<file path="src/design/dnp_pkg.sv">
`timescale 1ns / 1ps
`default_nettype none
// ----------------------------------------------------------------------------
// dnp_pkg: shared types and constants for the domain name text parser
// Item formats, character classes, parse phases and outcome codes.
// ----------------------------------------------------------------------------
package dnp_pkg;

  localparam int MAX_LABEL_CHARS = 63;
  localparam int MAX_LABELS      = 255;
  localparam int QUEUE_DEPTH     = 4;

  typedef struct packed {
    logic [7:0] char_in;
    logic       last;
  } in_item_t;

  typedef struct packed {
    logic       byte_valid;
    logic [7:0] byte_out;
    logic       label_end;
    logic [5:0] label_length;
    logic       root_appended;
    logic       name_done;
    logic [3:0] error_code;
  } out_item_t;

  typedef enum logic [2:0] {
    CC_QUOTE,
    CC_BSLASH,
    CC_DOT,
    CC_WHITE,
    CC_PLAIN,
    CC_OTHER
  } char_class_t;

  typedef struct packed {
    logic [7:0]  char_in;
    logic        last;
    char_class_t cls;
  } cls_item_t;

  typedef enum logic [1:0] {
    PH_START,
    PH_BODY,
    PH_CLOSED,
    PH_HALT
  } phase_t;

  typedef enum logic [2:0] {
    ACT_NONE,
    ACT_HALT,
    ACT_CLOSE,
    ACT_BYTE,
    ACT_LABEL,
    ACT_ESC
  } action_t;

  localparam logic [3:0] ERR_NONE        = 4'd0;
  localparam logic [3:0] ERR_OPEN_QUOTE  = 4'd1;
  localparam logic [3:0] ERR_EMPTY_LABEL = 4'd2;
  localparam logic [3:0] ERR_MANY_LABELS = 4'd3;
  localparam logic [3:0] ERR_DANGLE_ESC  = 4'd4;
  localparam logic [3:0] ERR_LABEL_LONG  = 4'd5;
  localparam logic [3:0] ERR_NEED_QUOTES = 4'd6;
  localparam logic [3:0] ERR_NO_DOT      = 4'd7;
  localparam logic [3:0] ERR_EMPTY_NAME  = 4'd8;
  localparam logic [3:0] ERR_TRAILING    = 4'd9;

endpackage
`default_nettype wire

</file>
<file path="src/design/dnp_front.sv">
`timescale 1ns / 1ps
`default_nettype none
// ----------------------------------------------------------------------------
// dnp_front: input stage of the domain name text parser
// Registers each accepted character together with its character class.
// ----------------------------------------------------------------------------
module dnp_front (
  input  wire                 clk,
  input  wire                 rst_n,
  input  wire                 in_valid,
  output logic                in_ready,
  input  dnp_pkg::in_item_t   in_item,
  output logic                f_valid,
  input  wire                 f_ready,
  output dnp_pkg::cls_item_t  f_item
);
  import dnp_pkg::*;

  logic        f_valid_r;
  cls_item_t   f_item_r;
  char_class_t cls;
  logic [7:0]  c;

  always_comb begin
    c = in_item.char_in;
    if (c == 8'h22) begin
      cls = CC_QUOTE;
    end else if (c == 8'h5C) begin
      cls = CC_BSLASH;
    end else if (c == 8'h2E) begin
      cls = CC_DOT;
    end else if (c == 8'h20 || (c >= 8'h09 && c <= 8'h0D)) begin
      cls = CC_WHITE;
    end else if (c == 8'h2D || c == 8'h5F || c == 8'h2A ||
                 (c >= 8'h30 && c <= 8'h39) ||
                 (c >= 8'h41 && c <= 8'h5A) ||
                 (c >= 8'h61 && c <= 8'h7A)) begin
      cls = CC_PLAIN;
    end else begin
      cls = CC_OTHER;
    end
  end

  assign in_ready = !f_valid_r || f_ready;

  always_ff @(posedge clk) begin
    if (!rst_n) begin
      f_valid_r <= 1'b0;
    end else if (in_ready) begin
      f_valid_r <= in_valid;
    end
  end

  // hold payload while the stage waits on the queue
  always_ff @(posedge clk) begin
    if (in_ready && in_valid) begin
      f_item_r.char_in <= in_item.char_in;
      f_item_r.last    <= in_item.last;
      f_item_r.cls     <= cls;
    end
  end

  assign f_valid = f_valid_r;
  assign f_item  = f_item_r;

endmodule
`default_nettype wire

</file>
<file path="src/design/dnp_queue.sv">
`timescale 1ns / 1ps
`default_nettype none
// ----------------------------------------------------------------------------
// dnp_queue: short queue between classifier and parse engine
// Register-based FIFO; lets the front and back stall independently.
// ----------------------------------------------------------------------------
module dnp_queue (
  input  wire                 clk,
  input  wire                 rst_n,
  input  wire                 push_valid,
  output logic                push_ready,
  input  dnp_pkg::cls_item_t  push_item,
  output logic                pop_valid,
  input  wire                 pop_ready,
  output dnp_pkg::cls_item_t  pop_item
);
  import dnp_pkg::*;

  localparam int PtrW = $clog2(QUEUE_DEPTH);
  localparam int CntW = $clog2(QUEUE_DEPTH + 1);

  cls_item_t       slot_r [QUEUE_DEPTH];
  logic [PtrW-1:0] wr_ptr_r, rd_ptr_r;
  logic [CntW-1:0] count_r;
  logic            do_push, do_pop;

  assign push_ready = (count_r != CntW'(QUEUE_DEPTH));
  assign pop_valid  = (count_r != '0);
  assign do_push    = push_valid && push_ready;
  assign do_pop     = pop_valid && pop_ready;
  assign pop_item   = slot_r[rd_ptr_r];

  always_ff @(posedge clk) begin
    if (!rst_n) begin
      wr_ptr_r <= '0;
      rd_ptr_r <= '0;
      count_r  <= '0;
    end else begin
      if (do_push) begin
        wr_ptr_r <= (wr_ptr_r == PtrW'(QUEUE_DEPTH - 1)) ? '0 : wr_ptr_r + 1'b1;
      end
      if (do_pop) begin
        rd_ptr_r <= (rd_ptr_r == PtrW'(QUEUE_DEPTH - 1)) ? '0 : rd_ptr_r + 1'b1;
      end
      if (do_push && !do_pop) begin
        count_r <= count_r + 1'b1;
      end else if (do_pop && !do_push) begin
        count_r <= count_r - 1'b1;
      end
    end
  end

  always_ff @(posedge clk) begin
    if (do_push) begin
      slot_r[wr_ptr_r] <= push_item;
    end
  end

endmodule
`default_nettype wire

</file>
<file path="src/design/dnp_back.sv">
`timescale 1ns / 1ps
`default_nettype none
// ----------------------------------------------------------------------------
// dnp_back: parse engine of the domain name text parser
// Tracks quoting, escapes and label counts; registers one result per item.
// ----------------------------------------------------------------------------
module dnp_back (
  input  wire                 clk,
  input  wire                 rst_n,
  input  wire                 q_valid,
  output logic                q_ready,
  input  dnp_pkg::cls_item_t  q_item,
  output logic                out_valid,
  input  wire                 out_ready,
  output dnp_pkg::out_item_t  out_item
);
  import dnp_pkg::*;

  phase_t     phase_r, phase_nxt;
  logic       quoted_r, quoted_nxt;
  logic       esc_r, esc_nxt;
  logic [5:0] lchars_r, lchars_nxt;
  logic [8:0] lcount_r, lcount_nxt;
  logic       prev_empty_r, prev_empty_nxt;
  logic [3:0] pend_r, pend_nxt;

  logic       out_valid_r;
  out_item_t  out_item_r, res;
  logic       take;

  action_t    act;
  logic [3:0] halt_code;
  logic [3:0] cc;
  logic       opened, q_eff;
  phase_t     ph_eff;
  logic       full_label;
  logic [3:0] fin_code;

  assign take    = q_valid && (!out_valid_r || out_ready);
  assign q_ready = take;

  assign cc = (lchars_r != '0) ? ERR_NO_DOT :
              (lcount_r == '0) ? ERR_EMPTY_NAME : ERR_NONE;
  assign full_label = (lchars_r >= 6'(MAX_LABEL_CHARS));

  // classify what this character does to the parse
  always_comb begin
    opened    = (phase_r == PH_START) && (q_item.cls == CC_QUOTE);
    q_eff     = quoted_r || opened;
    ph_eff    = (phase_r == PH_START) ? PH_BODY : phase_r;
    act       = ACT_NONE;
    halt_code = ERR_NONE;
    if (ph_eff == PH_HALT) begin
      act = ACT_NONE;
    end else if (ph_eff == PH_CLOSED) begin
      act       = ACT_HALT;
      halt_code = (pend_r != ERR_NONE) ? pend_r : ERR_TRAILING;
    end else if (opened) begin
      act = ACT_NONE;
    end else if (esc_r) begin
      act = ACT_BYTE;
    end else if (!q_eff && q_item.cls == CC_WHITE) begin
      act       = ACT_HALT;
      halt_code = (cc != ERR_NONE) ? cc : ERR_TRAILING;
    end else if (q_item.cls == CC_DOT) begin
      if (prev_empty_r || (lchars_r == '0 && lcount_r != '0)) begin
        act       = ACT_HALT;
        halt_code = ERR_EMPTY_LABEL;
      end else if (lcount_r >= 9'(MAX_LABELS)) begin
        act       = ACT_HALT;
        halt_code = ERR_MANY_LABELS;
      end else begin
        act = ACT_LABEL;
      end
    end else if (q_item.cls == CC_BSLASH) begin
      act = ACT_ESC;
    end else if (q_eff && q_item.cls == CC_QUOTE) begin
      act = ACT_CLOSE;
    end else if (!q_eff && q_item.cls != CC_PLAIN) begin
      act       = ACT_HALT;
      halt_code = ERR_NEED_QUOTES;
    end else begin
      act = ACT_BYTE;
    end
    if (act == ACT_BYTE && full_label) begin
      act       = ACT_HALT;
      halt_code = ERR_LABEL_LONG;
    end
  end

  // next state
  always_comb begin
    phase_nxt      = ph_eff;
    quoted_nxt     = q_eff;
    esc_nxt        = esc_r;
    lchars_nxt     = lchars_r;
    lcount_nxt     = lcount_r;
    prev_empty_nxt = prev_empty_r;
    pend_nxt       = pend_r;
    case (act)
      ACT_HALT: begin
        phase_nxt = PH_HALT;
        pend_nxt  = halt_code;
      end
      ACT_CLOSE: begin
        phase_nxt = PH_CLOSED;
        pend_nxt  = cc;
      end
      ACT_BYTE: begin
        esc_nxt    = 1'b0;
        lchars_nxt = lchars_r + 6'd1;
      end
      ACT_LABEL: begin
        prev_empty_nxt = (lchars_r == '0);
        lchars_nxt     = '0;
        lcount_nxt     = lcount_r + 9'd1;
      end
      ACT_ESC: begin
        esc_nxt = 1'b1;
      end
      default: begin
      end
    endcase
  end

  // result of this character
  always_comb begin
    if (phase_nxt == PH_HALT || phase_nxt == PH_CLOSED) begin
      fin_code = pend_nxt;
    end else if (esc_nxt) begin
      fin_code = ERR_DANGLE_ESC;
    end else if (quoted_nxt) begin
      fin_code = ERR_OPEN_QUOTE;
    end else if (lchars_nxt != '0) begin
      fin_code = ERR_NO_DOT;
    end else if (lcount_nxt == '0) begin
      fin_code = ERR_EMPTY_NAME;
    end else begin
      fin_code = ERR_NONE;
    end
    res = '0;
    case (act)
      ACT_BYTE: begin
        res.byte_valid = 1'b1;
        res.byte_out   = q_item.char_in;
      end
      ACT_LABEL: begin
        res.label_end    = 1'b1;
        res.label_length = lchars_r;
      end
      default: begin
      end
    endcase
    if (q_item.last) begin
      res.error_code = fin_code;
      if (fin_code == ERR_NONE) begin
        res.name_done     = 1'b1;
        res.root_appended = !prev_empty_nxt;
      end
    end
  end

  always_ff @(posedge clk) begin
    if (!rst_n) begin
      phase_r      <= PH_START;
      quoted_r     <= 1'b0;
      esc_r        <= 1'b0;
      lchars_r     <= '0;
      lcount_r     <= '0;
      prev_empty_r <= 1'b0;
      pend_r       <= ERR_NONE;
    end else if (take) begin
      if (q_item.last) begin
        // restart for the next name
        phase_r      <= PH_START;
        quoted_r     <= 1'b0;
        esc_r        <= 1'b0;
        lchars_r     <= '0;
        lcount_r     <= '0;
        prev_empty_r <= 1'b0;
        pend_r       <= ERR_NONE;
      end else begin
        phase_r      <= phase_nxt;
        quoted_r     <= quoted_nxt;
        esc_r        <= esc_nxt;
        lchars_r     <= lchars_nxt;
        lcount_r     <= lcount_nxt;
        prev_empty_r <= prev_empty_nxt;
        pend_r       <= pend_nxt;
      end
    end
  end

  always_ff @(posedge clk) begin
    if (!rst_n) begin
      out_valid_r <= 1'b0;
    end else if (take) begin
      out_valid_r <= 1'b1;
    end else if (out_ready) begin
      out_valid_r <= 1'b0;
    end
  end

  always_ff @(posedge clk) begin
    if (take) begin
      out_item_r <= res;
    end
  end

  assign out_valid = out_valid_r;
  assign out_item  = out_item_r;

endmodule
`default_nettype wire

</file>
<file path="src/design/dns_name_text_parser.sv">
`timescale 1ns / 1ps
`default_nettype none
// ----------------------------------------------------------------------------
// dns_name_text_parser: domain name presentation-format parser
// Takes a textual domain name one character per transfer on the in_ channel,
// with in_item.last on the final character, and returns one result per
// character on the out_ channel: label bytes with escapes removed, label ends
// with their length, and on the last character the outcome for the name
// (name_done, root_appended, error_code). After an error the remaining
// characters of the name give empty results until last.
// A character passes through the classifier register, a queue slot and the
// result register before it shows on the out_ channel. Throughput is one
// character per cycle while out_ready stays high; the parse state updates
// once per character in the back engine. The result register holds while
// out_ready is low and the queue keeps taking characters until it fills,
// then in_ready drops.
// Synchronous reset clears all parse state, the queue and both valid flags;
// the block starts at the beginning of a name.
// ----------------------------------------------------------------------------
module dns_name_text_parser (
  input  wire                 clk,
  input  wire                 rst_n,
  input  wire                 in_valid,
  output logic                in_ready,
  input  dnp_pkg::in_item_t   in_item,
  output logic                out_valid,
  input  wire                 out_ready,
  output dnp_pkg::out_item_t  out_item
);
  import dnp_pkg::*;

  logic      f_valid, f_ready;
  cls_item_t f_item;
  logic      q_valid, q_ready;
  cls_item_t q_item;

  dnp_front u_front (
    .clk      (clk),
    .rst_n    (rst_n),
    .in_valid (in_valid),
    .in_ready (in_ready),
    .in_item  (in_item),
    .f_valid  (f_valid),
    .f_ready  (f_ready),
    .f_item   (f_item)
  );

  dnp_queue u_queue (
    .clk        (clk),
    .rst_n      (rst_n),
    .push_valid (f_valid),
    .push_ready (f_ready),
    .push_item  (f_item),
    .pop_valid  (q_valid),
    .pop_ready  (q_ready),
    .pop_item   (q_item)
  );

  dnp_back u_back (
    .clk       (clk),
    .rst_n     (rst_n),
    .q_valid   (q_valid),
    .q_ready   (q_ready),
    .q_item    (q_item),
    .out_valid (out_valid),
    .out_ready (out_ready),
    .out_item  (out_item)
  );

endmodule
`default_nettype wire
</file>
<file path="config.mk">
export PLATFORM = sky130hd
export DESIGN_NAME = dns_name_text_parser
export DESIGN_NICKNAME = d
export VERILOG_FILES = /design/src/design/dnp_pkg.sv /design/src/design/dnp_front.sv /design/src/design/dnp_queue.sv /design/src/design/dnp_back.sv /design/src/design/dns_name_text_parser.sv
export SDC_FILE = /design/constraint.sdc
export NUM_CORES = 1
export LEC_CHECK = 0
export ABC_AREA = 1
export BUFFER_PORTS_ARGS = -buffer_cell sky130_fd_sc_hd__buf_2
export CORE_MARGIN = 2
export CORE_UTILIZATION = 25
export DETAILED_ROUTE_END_ITERATION = 8
export MAX_ROUTING_LAYER = met4
export PLACE_DENSITY_LB_ADDON = 0.12
export SLEW_MARGIN = 10
export SYNTH_ARGS = -nofsm -noshare
export SYNTH_HDL_FRONTEND = slang
export SYNTH_SLANG_ARGS = --single-unit
</file>
<file path="constraint.sdc">
create_clock -name clk -period 3.5 [get_ports clk]
set_input_delay 0.7 -clock clk [delete_from_list [all_inputs] [get_ports clk]]
set_output_delay 0.7 -clock clk [all_outputs]
set_load 0.1 [all_outputs]
</file>
==> impl_metrics.json, run 1 <==
{
  "cts-buffers-inserted": 17,
  "start_util_pct": 25.6,
  "max-clock-path-buffers": 2,
  "min_period_ns": 3.12,
  "hold_violations": 0,
  "die-area_sq_mm": 0.0237,
  "placed_cells": 917,
  "die_h_microns": 154,
  "status": "finished clean",
  "path_class": "flip-flop to flip-flop",
  "antenna_found_initial": 0,
  "p_sw_uw": 3530,
  "gr-total-overflow": 0,
  "grt_pass1_vias": 4361,
  "grt_pass1_wl_microns": 22200,
  "seq_area_frac_synth_pct": 56.4,
  "max_freq_mhz": 320,
  "hold_buffers": 0,
  "power_frac_comb_pct": 49.2,
  "swShare_pct": 48.8,
  "core-area_sq_mm": 0.0220,
  "clock-sinks": 117,
  "netlist_instances": 602,
  "clock_latency_ns": 0.42,
  "numPortBuffers": 36,
  "min_path_type": "flip-flop to flip-flop",
  "ys_types": 42,
  "n_antenna_cell": 0,
  "drtPass1Iterations": 5,
  "fin_cells": 954,
  "final.period_utilization_pct": 89.3,
  "finClkSkew_ns": 0.00823,
  "synth_area_per_cell_sq_um": 9.32,
  "slew_violations": 0,
  "p_seq_share_pct": 26.8,
  "drive_gt1_share_pct": 17.7,
  "final_common_cell": "nand2_1",
  "rsz0062_at_grt": "false",
  "gp_congestion": 0.860,
  "root_buffer": "clkbuf_16",
  "rows": 54,
  "io_pins": 37,
  "die_w_microns": 154,
  "finalSetupViolCount": 0,
  "p_leak_uw": 0.00275,
  "ys_async_sr_fraction_pct": 0,
  "final_cell_mix": "152 x nand2_1, 82 x edfxtp_1, 65 x inv_1",
  "maxCapViolCount": 0,
  "setup_tns_ns": 0,
  "regArea_sq_mm": 0.00316,
  "clock_power_share_pct": 24.0,
  "relSlewSlack_pct": 51.6,
  "ir_worst_vdd_uv": 444,
  "startpoint_type": "flip-flop",
  "vias": 4296,
  "yosysWarnings": 0,
  "cts_tree": "yes",
  "drtIter0Drc": 259,
  "nets": 686,
  "place_hpwl_microns": 9370,
  "cp_data_required_time_ns": 3.67,
  "netlist_area_sq_mm": 0.00561,
  "grt_start_max_net_pins": 29,
  "wl_per_cell_microns": 14.0,
  "groute.usage.overall_pct": 12.3,
  "fill_cells": 2231,
  "p_per_area_mw_per_mm2": 1060,
  "ant_nets": 0,
  "synth_ff_type": "edfxtp_1",
  "wl_microns": 13300,
  "htreeDepth": 4,
  "path_clk_slew_ns": 0.06,
  "critPathCaptureType": "flip-flop",
  "drc": 0,
  "yosys_register_bits": 117,
  "syn2layout_area_growth_pct": 21.1,
  "synth_fp_nets": 627,
  "multi_input_area_sq_mm": 0.00209,
  "synth_edf_count": 82,
  "viasPerCell": 4.50,
  "worst_pin_slew_ns": 0.720,
  "p_int_uw": 3700,
  "arrival_ns": 3.30,
  "cp_max_fo": 10,
  "holdWs_ns": 0.467
}
worst max-delay path, stage by stage, from the launching register on:
cell and delay, ns:
dfxtp_1 0.42, ha_1 0.24, nand3_1 0.15, nor4_1 0.22, ha_1 0.19, nor2_1 0.04
nand2_1 0.09, nor2_1 0.07, nand2_1 0.08, nand2_1 0.06, nand2_1 0.09, nand2_2 0.09
nand2_4 0.11, nand3_4 0.14, nand3_1 0.10, nand2_1 0.07, nor2_1 0.19, nand3_2 0.13
nor2_1 0.10, nand2_1 0.07, nand2_1 0.06, nor2_1 0.04, nand2_1 0.08, inv_1 0.05
cells by family (layout without fill, tap and decap cells):
| group | after synthesis | in the layout | share of synthesized area [%] |
|---|---|---|---|
| simple gates | 280 | 280 | 22.8 |
| xor+xnor | 10 | 10 | 1.56 |
| fa+ha+maj | 12 | 12 | 2.81 |
| flops | 117 | 117 | 56.4 |
| compound gates | 96 | 96 | 9.86 |
| buf+inv | 87 | 159 | 6.62 |
synthesized netlist by cell type (all sizes together) (8+ instances only):
cell / n / area [sq um]
nand4: 14 / 93.8
edfxtp: 82 / 2460
dfxtp: 35 / 701
ha: 11 / 138
nor2: 56 / 238
xor2: 9 / 78.8
nand3: 36 / 230
clkbuf: 9 / 33.8
inv: 70 / 268
a21oi: 56 / 280
a221oi: 8 / 70.1
nand2: 160 / 636
o21ai: 21 / 105
what timing repair did:
action	CTS	global route
resized for setup	0	1
buffers inserted	0	5
setup endpoints to repair	0	2
registers in the layout (all words and copies together), names as in the netlist, named ones only:
signal and count:
u_queue.slot_r 48, u_back.lcount_r 9, u_back.quoted_r 1, u_back.out_valid 1, u_queue.wr_ptr_r 2, u_queue.count_r 3, u_back.phase_r 2, u_back.pend_r 4
u_front.f_item 12, u_queue.rd_ptr_r 2, u_back.esc_r 1, u_back.prev_empty_r 1, u_back.out_item 22, u_front.f_valid 1, u_back.lchars_r 6
power groups by stage:
stage / combinational (uW) / sequential (uW) / clock (uW)
after CTS: 3510 / 1940 / 1780
after global routing: 3920 / 1960 / 1840
after detailed placement: 3500 / 1970 / 0
after global placement: 3490 / 1960 / 0
after floorplan: 1850 / 2880 / 0
final: 3560 / 1930 / 1730
final timing paths:
kind	start	to	slack (ns)	cells after the start
min reg2reg	u_back.esc_r$_SDFFE_PN0P_	u_back.esc_r$_SDFFE_PN0P_	0.47	2
min	u_back.esc_r$_SDFFE_PN0P_	u_back.esc_r$_SDFFE_PN0P_	0.47	2
max reg2reg	u_back.lcount_r[0]$_SDFFE_PN0P_	u_back.out_item[4]$_SDFFCE_PN0P_	0.38	23
max	u_back.lcount_r[0]$_SDFFE_PN0P_	u_back.out_item[4]$_SDFFCE_PN0P_	0.38	23
area by class of cell:
class | count | area share [%]
Inverter | 71 | 4.00
Clock buffer | 17 | 6.26
Timing Repair Buffer | 56 | 4.86
Clock inverter | 15 | 2.38
Tap cell | 280 | 5.16
Multi-Input combinational cell | 398 | 30.8
Sequential cell | 117 | 46.6
per-layer routing:
metal  global-route usage (%)  share of wire (%)
met1                     14.5                 47
met2                     20.4                 49
met3                     3.38                3.4
met4                     3.96                1.4
met5                        -                  0
metrics by stage:
stage          area, sq um  total power (uW)  util (%)  worst slack [ns]
2_1_floorplan         5620              4730         -             0.468
3_3_place_gp          6170              5450      28.1             0.302
3_5_place_dp          6170              5470      28.1             0.262
4_1_cts               6750              7230      30.8             0.231
5_1_grt               6790              7720      30.9           0.00325
6_report              6790              7220      30.9             0.376
(Power assumes the default switching activity.)
==> run 2: changes to the inputs <==
--- a/config.mk
+++ b/config.mk
@@ -5,11 +5,12 @@
 export SDC_FILE = /design/constraint.sdc
 export NUM_CORES = 1
 export LEC_CHECK = 0
-export ABC_AREA = 1
+export ABC_AREA = 0
 export BUFFER_PORTS_ARGS = -buffer_cell sky130_fd_sc_hd__buf_2
 export CORE_MARGIN = 2
 export CORE_UTILIZATION = 25
 export DETAILED_ROUTE_END_ITERATION = 8
+export HOLD_SLACK_MARGIN = 0.03
 export MAX_ROUTING_LAYER = met4
 export PLACE_DENSITY_LB_ADDON = 0.12
 export SLEW_MARGIN = 10
==> run 2 against run 1 <==
Via count shrank 0.88%. Critical path depth shrank 14. Global-route usage grew 0.54 points. Clock skew grew 0.0024 ns. Worst setup slack lost 0.20 ns. Sequential power is essentially flat. First-iteration DRC count grew 1.5%. Total power shrank 3.5%. Combinational power shrank 6.7%. Non-clock buffer count grew 5. Wire length grew 7.7%. Final cell count shrank 8.9%. Highest routed layer unchanged.
==> impl_metrics.json, run 2 <==
{
  "netlist_area_sq_mm": 0.00572,
  "root_buffer": "clkbuf_16",
  "clock_latency_ns": 0.42,
  "critPathCaptureType": "flip-flop",
  "wl_microns": 14400,
  "core-area_sq_mm": 0.0226,
  "drive_gt1_share_pct": 21.7,
  "placed_cells": 835,
  "clock_power_share_pct": 24.6,
  "antenna_found_initial": 0,
  "grt_pass1_wl_microns": 23000,
  "relSlewSlack_pct": 53.8,
  "finClkSkew_ns": 0.0106,
  "ys_async_sr_fraction_pct": 0,
  "numPortBuffers": 36,
  "dpl_cell_area_sq_mm": 0.00633,
  "path_class": "flip-flop to flip-flop",
  "yosys_register_bits": 117,
  "seq_area_frac_synth_pct": 55.3,
  "p_leak_uw": 0.00245,
  "startpoint_type": "flip-flop",
  "min_period_ns": 3.33,
  "swShare_pct": 46.1,
  "status": "finished clean",
  "vias": 4258,
  "n_antenna_cell": 0,
  "gp_congestion": 0.915,
  "p_int_uw": 3760,
  "final_cell_mix": "82 x edfxtp_1, 58 x nor2_1, 36 x buf_2",
  "rows": 55,
  "worst_pin_slew_ns": 0.693,
  "cp_data_required_time_ns": 3.74,
  "largest_reg_flops": 48,
  "grt_pass1_vias": 4056,
  "drtIter0Drc": 263,
  "fill_cells": 2308,
  "clock-sinks": 117,
  "viasPerCell": 4.90,
  "drc": 0,
  "die_h_microns": 155,
  "synth_fp_nets": 540,
  "nets": 596,
  "synth.top_cells.by_area": "edfxtp_1 43%, dfxtp_1 12%, mux4_2 4.3%",
  "io_pins": 37,
  "groute.usage.overall_pct": 12.8,
  "place_hpwl_microns": 10200,
  "finalSetupViolCount": 0,
  "ys_types": 66,
  "max-clock-path-buffers": 2,
  "final_common_cell": "edfxtp_1",
  "final.period_utilization_pct": 95.0,
  "ir_worst_vdd_uv": 341,
  "synth_edf_count": 82,
  "syn2layout_area_growth_pct": 22.0,
  "slew_violations": 0,
  "htreeDepth": 4,
  "yosysTopAreaCellShare_pct": 43.0,
  "max_freq_mhz": 301,
  "gr-total-overflow": 0,
  "path_clk_slew_ns": 0.06,
  "yosysMostFrequentCell": "edfxtp_1",
  "wl_per_cell_microns": 16.5,
  "cp_max_fo": 7,
  "synth_common_cells": "82 x edfxtp_1, 58 x nor2_1, 35 x dfxtp_1",
  "multi_input_area_sq_mm": 0.00243,
  "cts-buffers-inserted": 17,
  "fin_cells": 869,
  "min_path_type": "input pin to flip-flop",
  "yosysWarnings": 0,
  "arrival_ns": 3.57,
  "setup_tns_ns": 0,
  "synth_top_cell_by_area": "edfxtp_1",
  "die-area_sq_mm": 0.0241,
  "max_flop_register": "u_queue.slot_r",
  "p_sw_uw": 3210,
  "final_cell_area_sq_mm": 0.00698,
  "ant_nets": 0,
  "hold_violations": 0,
  "netlist_instances": 515,
  "reg2reg_setup_slack_ns": 0.17,
  "p_per_area_mw_per_mm2": 998,
  "rsz0062_at_grt": "false",
  "p_seq_share_pct": 27.8,
  "die_w_microns": 155,
  "maxCapViolCount": 0,
  "regArea_sq_mm": 0.00316,
  "grt_start_max_net_pins": 29,
  "synth_area_per_cell_sq_um": 11.1,
  "synth_ff_type": "edfxtp_1",
  "cts_tree": "yes",
  "power_frac_comb_pct": 47.6,
  "start_util_pct": 25.3,
  "drtPass1Iterations": 4
}
## run 2: changes by cell type after synthesis, moves of 13 or more
cell / previous run / this run
nand2_1: 152 / 31
and2_1: 0 / 20
nor3_1: 7 / 20
inv_1: 65 / 18
a21oi_1: 56 / 30
nand3_1: 29 / 14
## run 2: stage by stage
| stage | total power (uW) | hold slack, ns | utilization, % | worst slack, ns |
|---|---|---|---|---|
| floorplan | 4380 | 0.454 | - | 0.310 |
| global placement | 5190 | 0.461 | 28.0 | 0.112 |
| detailed placement | 5200 | 0.464 | 28.0 | 0.0353 |
| CTS | 6940 | 0.451 | 30.6 | 0.0200 |
| global route | 7360 | 0.451 | 30.9 | 0.0105 |
| finish | 6970 | 0.471 | 30.9 | 0.174 |
## run 2: power groups by stage
stage | logic [uW] | registers [uW] | clock network, uW
floorplan | 1480 | 2910 | 0
global placement | 3230 | 1960 | 0
detailed placement | 3230 | 1970 | 0
CTS | 3240 | 1940 | 1750
global route | 3560 | 1970 | 1830
finish | 3320 | 1940 | 1710
## run 2: per-layer routing
metal | vias up | track usage, % | routed length [microns]
li1 | 2064 | - | -
met3 | 15 | 2.98 | 557
met2 | 103 | 19.3 | 6630
met1 | 2076 | 16.8 | 6950
met5 | - | - | 0
met4 | 0 | 4.98 | 226
## run 2: area by class of cell
class                   count  area share [%]
clock inverters            15            2.22
flip-flops and latches    117            45.3
clock buffers              17            6.10
inverters                  20            1.09
multi-input cells         354            34.9
well taps                 285            5.11
repair buffers             61            5.27
## run 2: cells by family (layout without fill, tap and decap cells)
group,after synthesis,in the layout,synth area share (%)
and+or+nand+nor,190,190,16.9
buffers and inverters,44,113,3.17
adders and majority gates,12,12,2.76
AOI/OAI and AO/OA,128,128,15.3
xor gates and xnor gates,4,4,0.612
DFF,117,117,55.3
muxes,20,20,5.93
## run 2: final timing paths
path	start	end	cells past startpoint
setup / recovery	flip-flop	u_back.out_item[5]$_SDFFCE_PN0P_	9
hold / removal	in_item[0]	u_front.f_item[3]$_DFFE_PP_	1
setup reg to reg	flip-flop	u_back.out_item[5]$_SDFFCE_PN0P_	9
hold reg to reg	u_back.out_valid$_SDFFE_PN0P_	u_back.out_valid$_SDFFE_PN0P_	2
## run 2: repair_timing
action	in CTS	in global routing
gates resized for setup	0	10
hold buffers	0	0
buffers inserted	0	2
setup endpoints to repair	0	6
## run 2: worst max-delay path, stage by stage, from the launching register on
cell and delay (ns):
dfxtp_1 0.43, mux4_2 0.55, or3_1 0.41, a221oi_4 0.38, nand2b_4 0.24, nor2_1 0.07
o311ai_1 0.41, a41o_1 0.28, o211ai_1 0.14, nor4_2 0.24
